--- src/design/dlg_pkg.sv ---
// ----------------------------------------------------------------------------
// dlg_pkg
// Shared types, constants and elaboration-time table functions for the
// Dice loss and gradient block.
// ----------------------------------------------------------------------------
package dlg_pkg;

	localparam int unsigned DEF_MAX_ELEMENTS = 1048576;
	localparam int unsigned DEF_TABLE_DEPTH = 1024;
	localparam int unsigned QUEUE_DEPTH = 2;

	localparam logic [16:0] ONE_Q15 = 17'd32768;

	// Input operation codes.
	localparam logic OP_FORWARD = 1'b0;
	localparam logic OP_GRADIENT = 1'b1;

	// Result kinds.
	localparam logic KIND_LOSS = 1'b0;
	localparam logic KIND_GRADIENT = 1'b1;

	// One classified item as it travels from the front to the back.
	typedef struct packed {
		logic opcode;
		logic [15:0] prob;
		logic [15:0] target;
		logic [31:0] upstream;
		logic last;
	} dlg_item_t;

	// Queue status seen by the front and the back.
	typedef struct packed {
		logic full;
		logic empty;
	} dlg_qstat_t;

	// Restoring division, used only while the sigmoid constants are built.
	function automatic logic [63:0] udiv64(input logic [63:0] n, input logic [63:0] d);
		logic [64:0] r;
		logic [63:0] q;
		r = '0;
		q = '0;
		for (int i = 63; i >= 0; i--) begin
			r = {r[63:0], n[i]};
			if (r >= {1'b0, d}) begin
				r = r - {1'b0, d};
				q[i] = 1'b1;
			end
		end
		return q;
	endfunction

	// Sigmoid table entry k for a table of the given depth, Q1.15.
	function automatic logic [15:0] sigmoid_entry(input int unsigned k,
			input int unsigned depth);
		logic [63:0] term;
		logic [63:0] sum;
		logic [63:0] step;
		logic [63:0] c;
		logic [63:0] r;
		logic [63:0] b;
		logic [63:0] den;
		logic [63:0] p;
		logic [16:0] m;
		int x;
		term = 64'd1 << 40;
		sum = term;
		for (int n = 1; n <= 6; n++) begin
			term = udiv64(term, 64'(256 * n));
			if ((n & 1) != 0) begin
				sum = sum - term;
			end else begin
				sum = sum + term;
			end
		end
		step = (sum + (64'd1 << 9)) >> 10;
		c = udiv64(64'(2 * k + 1) * 64'd32768, 64'(depth));
		x = int'(c) - 32768;
		m = 17'((x < 0) ? -x : x);
		r = 64'd1 << 30;
		b = step;
		for (int i = 0; i < 17; i++) begin
			if (m[i]) begin
				r = (r * b + (64'd1 << 29)) >> 30;
			end
			b = (b * b + (64'd1 << 29)) >> 30;
		end
		den = (64'd1 << 30) + r;
		if (x >= 0) begin
			p = udiv64((64'd1 << 45) + (den >> 1), den);
		end else begin
			p = udiv64((r << 15) + (den >> 1), den);
		end
		return p[15:0];
	endfunction

endpackage

--- src/design/dlg_queue.sv ---
// ----------------------------------------------------------------------------
// dlg_queue
// Short queue of classified items between the front and the back.
// ----------------------------------------------------------------------------
module dlg_queue (
	input logic clk,
	input logic arst_n,
	input logic push_valid,
	input dlg_pkg::dlg_item_t push_item,
	input logic pop,
	output dlg_pkg::dlg_item_t head_item,
	output dlg_pkg::dlg_qstat_t qstat
);
	import dlg_pkg::*;

	localparam int PTRW = (QUEUE_DEPTH > 1) ? $clog2(QUEUE_DEPTH) : 1;
	localparam int CNTW = $clog2(QUEUE_DEPTH + 1);

	dlg_item_t mem [QUEUE_DEPTH];
	logic [PTRW-1:0] wr_ptr_q;
	logic [PTRW-1:0] rd_ptr_q;
	logic [CNTW-1:0] count_q;
	logic push;
	logic do_pop;

	assign qstat.full = (count_q == CNTW'(QUEUE_DEPTH));
	assign qstat.empty = (count_q == '0);
	assign push = push_valid && !qstat.full;
	assign do_pop = pop && !qstat.empty;

	// Pointers and fill count.
	always_ff @(posedge clk or negedge arst_n) begin
		if (!arst_n) begin
			wr_ptr_q <= '0;
			rd_ptr_q <= '0;
			count_q <= '0;
		end else begin
			if (push) begin
				wr_ptr_q <= (wr_ptr_q == PTRW'(QUEUE_DEPTH - 1)) ? '0 : wr_ptr_q + 1'b1;
			end
			if (do_pop) begin
				rd_ptr_q <= (rd_ptr_q == PTRW'(QUEUE_DEPTH - 1)) ? '0 : rd_ptr_q + 1'b1;
			end
			if (push && !do_pop) begin
				count_q <= count_q + 1'b1;
			end else if (do_pop && !push) begin
				count_q <= count_q - 1'b1;
			end
		end
	end

	// Entry storage.
	always_ff @(posedge clk) begin
		if (push) begin
			mem[wr_ptr_q] <= push_item;
		end
	end

	assign head_item = mem[rd_ptr_q];

endmodule

--- config.mk ---
export PLATFORM = sky130hd
export DESIGN_NAME = dlg_queue
export DESIGN_NICKNAME = d
export VERILOG_FILES = /design/src/design/dlg_pkg.sv /design/src/design/dlg_queue.sv
export SDC_FILE = /design/constraint.sdc
export NUM_CORES = 1
export LEC_CHECK = 0
export BUFFER_PORTS_ARGS = -buffer_cell sky130_fd_sc_hd__buf_2
export CAP_MARGIN = 40
export CORE_ASPECT_RATIO = 0.5
export CORE_MARGIN = 2
export CORE_UTILIZATION = 56
export DETAILED_ROUTE_END_ITERATION = 8
export GPL_TIMING_DRIVEN = 0
export PLACE_DENSITY = 0.84
export SLEW_MARGIN = 20
export SYNTH_ARGS = -nofsm -noshare
export SYNTH_HDL_FRONTEND = slang
export SYNTH_SLANG_ARGS = --single-unit
--- constraint.sdc ---
create_clock -name clk -period 8.6 [get_ports clk]
set_clock_uncertainty 0.15 [all_clocks]
set_input_delay 0.86 -clock clk [delete_from_list [all_inputs] [get_ports clk]]
set_output_delay 0.86 -clock clk [all_outputs]
set_load 0.005 [all_outputs]
# Word-level counts from Yosys, hierarchy flattened
# Memories as Yosys holds them, arrays and structs flattened.
# Cells that the tools add are included.
# op_classes
addsub,4
eq_ne,1
n_mux,6
n_reduce_logical,10
# ops
operator,count
$logic_and 1x1->1,4
$logic_not 1->1,4
$mux 1,4
$mux 2,2
$add 1x1->1 const B,2
$add 2x1->2 const B,1
$eq 2x2->1 const B,1
$logic_not 2->1,1
$reduce_bool 2->1,1
$sub 2x1->2 const B,1
# totals
ff_bits,4
mem_bits_rw,132
out_inout_bits,68
n_memories,1
# mem_list
name,depth,width,read_ports,rd_ports_with_merged_regs,write_ports,line,text
mem,2,66,1,0,1,dlg_queue.sv:19,dlg_item_t mem [QUEUE_DEPTH];

# Logic depth before layout (Yosys ltp)
# logic_depth
ltp_word,7
depth_mapped,7

# Worst setup path before layout
# OpenSTA, ideal clock, no wires.
# synth_timing
path_kind,input to register
startpoint,in push_valid
endpoint,"mem mem[0][0] (netlist bit), enable pin"
setup_ps,490
t_arrival_ps,3707
slack_ps,4252
stages,2
path_cell_list,nand2_1 > nor2_1
# synth_via
elab_chain_cells,3
# synth_rtl
element,line,text
start: declaration,dlg_queue.sv:8,"input logic push_valid,"
$logic_and 1x1->1,dlg_queue.sv:28,assign push = push_valid && !qstat.full;
$mux 1,dlg_queue.sv:54,if (push) begin
$mux 1 (not written as such),dlg_queue.sv:55,mem[wr_ptr_q] <= push_item;
end: declaration,dlg_queue.sv:19,
# No other way between the ends.

==> impl_metrics.py <==
metrics = {
    "worst_hold_path": {
        "min_path_type": "input pin to async pin",
    },
    "cts": {
        "cts_resized": 0,
        "clkSinkCount": 136,
        "cts_tree": "done",
        "clk_path_buf_depth": 2,
        "post_cts_buffers": 0,
        "htreeDepth": 4,
        "clk_pin_slew_ns": 0.06,
        "cts-buffers-inserted": 17,
        "cts_root_buf": "clkbuf_16",
        "hold_buffers": 0,
        "clk-insertion-delay-late_ns": 0.41,
    },
    "critical_path": {
        "crit_required_ns": 7.59,
        "crit_type": "register to output port",
        "r2r_cells": 4,
        "r2r_slack_ns": 6.50,
        "cp.arrival_ns": 1.70,
        "worstPathCellList": "buf_4, buf_6, mux2_4, buf_2",
        "cp_max_fo": 10,
        "end_kind": "output port",
        "cp_slowest_cell": "dfrtp_1",
        "startpoint_type": "register",
        "slowest_delay_ns": 0.39,
        "timing.rr.start": "count_q[0]",
        "timing.rr.end": "mem[0][24]",
    },
    "global_route": {
        "antenna_found_initial": 0,
        "grt_overflow_total": 0,
        "grt_max_degree": 45,
        "grtUsageTotal": 0.206,
        "grt_pass1_vias": 2908,
        "grt_pass1_wl_mm": 14.9,
    },
    "synthesis": {
        "ys_ff_latch": 136,
        "yosysUniqueCellTypes": 16,
        "ys.warnings.count": 0,
        "synthCells": 224,
        "yosysSeqAreaShare": 0.801,
        "synthesis.area_um2": 5070,
        "syn_avg_cell_area_um2": 22.6,
        "syn-num-nets": 295,
    },
    "placement": {
        "dp.cells": 481,
        "port_buffers": 137,
        "globalplace.congestion": 0.686,
        "post-dp-hpwl_mm": 6.24,
    },
    "timing": {
        "worstMarginPinSlew_ns": 0.633,
        "hold_viol": 0,
        "whs_ns": 0.0958,
        "timing.fmax_ghz": 0.370,
        "slew_headroom": 0.577,
        "setup_viol": 0,
        "post-route-period-util": 0.315,
        "period_needed_ns": 2.71,
        "rsz0062_at_grt": "no",
        "tns_ns": 0,
        "maxSlewViolCount": 0,
    },
    "finish": {
        "layout-drive-gt1-share": 0.621,
        "num-nets-final": 454,
        "finalNonFillerCells": 513,
        "area_growth_pct": 31.0,
        "diodes": 0,
    },
    "route": {
        "drtIter0Drc": 134,
        "antenna_left": 0,
        "vias": 2622,
        "vias_per_cell": 5.11,
        "drt-pass1-iter-count": 4,
        "wl_per_cell_um": 18.9,
        "drcViolationCount": 0,
        "routed_wl_mm": 9.70,
    },
    "floorplan": {
        "die_y_um": 71.3,
        "coreArea_um2": 8740,
        "die_w_um": 139,
        "dieArea_um2": 9880,
        "ioPinCount": 138,
        "std_cell_rows": 24,
        "start_util": 0.580,
    },
    "power": {
        "leakage_nw": 2.63,
        "irDropWorstVdd_v": 0.000217,
        "powerDensity_nw_per_um2": 362,
    },
    "run": {
        "drv_cap": 0,
    },
    "outcome": {
        "status": "complete, no violations",
    },
}
state kept, by name, indices dropped and copies added (netlist names):
register / cells
rd_ptr_q: 1
mem: 132
count_q: 2
wr_ptr_q: 1
cells in the mapped netlist (all sizes together):
library cell / number / area (µm²)
o21ai: 1 / 5.00
edfxtp: 132 / 3960
nor2: 3 / 11.3
dfrtp: 4 / 100
ha: 1 / 12.5
buf: 7 / 56.3
nand2b: 1 / 6.26
mux2: 66 / 856
inv: 2 / 7.51
xnor2: 3 / 26.3
nand2: 1 / 3.75
and3: 1 / 6.26
xor2: 2 / 17.5
worst max-delay path, delay by kind of cell (launching register included):
kind | cells | cell delay, ns
buffers and inverters | 3 | 0.58
DFF | 1 | 0.39
muxes | 1 | 0.32
cell families after synthesis:
group                      after synthesis  synth area share
buffers and inverters                    9            0.0126
AOI/OAI and AO/OA                        1          0.000986
DFF                                    136             0.801
xor gates and xnor gates                 5           0.00864
adders and majority gates                1           0.00247
muxes                                   66             0.169
and+or+nand+nor                          6           0.00543
placed cells by master, fill, tap and decap left out, drive strengths merged:
| cell | n |
|---|---|
| buf | 147 |
| edfxtp | 132 |
| mux2 | 66 |
| clkbuf | 19 |
| bufinv | 5 |
| inv | 5 |
| dfrtp | 4 |
| xnor2 | 3 |
| clkinvlp | 3 |
| nor2 | 3 |
| xor2 | 2 |
| clkinv | 2 |
| nand2b | 1 |
| nand2 | 1 |
| o21ai | 1 |
| and3 | 1 |
| ha | 1 |
how the worst max path moves through the flow:
stage          startpoint            end  slack, ns  depth (start not counted)
3_3_place_gp   push_valid     mem[0][25]       2.99                          3
4_1_cts          rd_ptr_q  head_item[17]       5.87                          4
5_1_grt          rd_ptr_q   head_item[6]       5.83                          4
6_report         rd_ptr_q  head_item[13]       5.89                          4
3_5_place_dp   push_valid     mem[0][23]       6.21                          4
2_1_floorplan  push_valid      mem[0][0]       4.25                          2
routing by layer:
layer	global-route usage	share of wire
met5	0	0
met4	0.0782	0.020
met3	0.0729	0.057
met2	0.377	0.55
met1	0.228	0.37
through the flow:
stage | worst slack [ns] | utilization | cell area (µm²) | power [mW]
after floorplan | 4.25 | - | 5070 | 1.36
after global placement | 2.99 | 0.676 | 5900 | 1.57
after detailed placement | 6.21 | 0.685 | 5980 | 1.62
after CTS | 5.87 | 0.760 | 6640 | 2.43
after global routing | 5.83 | 0.760 | 6640 | 2.50
final | 5.89 | 0.760 | 6640 | 2.41
report_power, final:
group | internal [mW] | leakage, nW | total (mW) | switching (mW)
sequential | 0.907 | 1.27 | 0.953 | 0.0466
combinational | 0.347 | 1.05 | 0.658 | 0.312
clock | 0.525 | 0.311 | 0.795 | 0.270
final cells by class:
type	count	area, µm²
Tap cell	117	146
Timing Repair Buffer	140	753
Multi-Input combinational cell	79	957
Clock buffer	19	443
Buffer	7	56.3
Inverter	2	7.51
Fill cell	480	2090
Sequential cell	136	4060
Clock inverter	13	216
(Power assumes the default switching activity.)
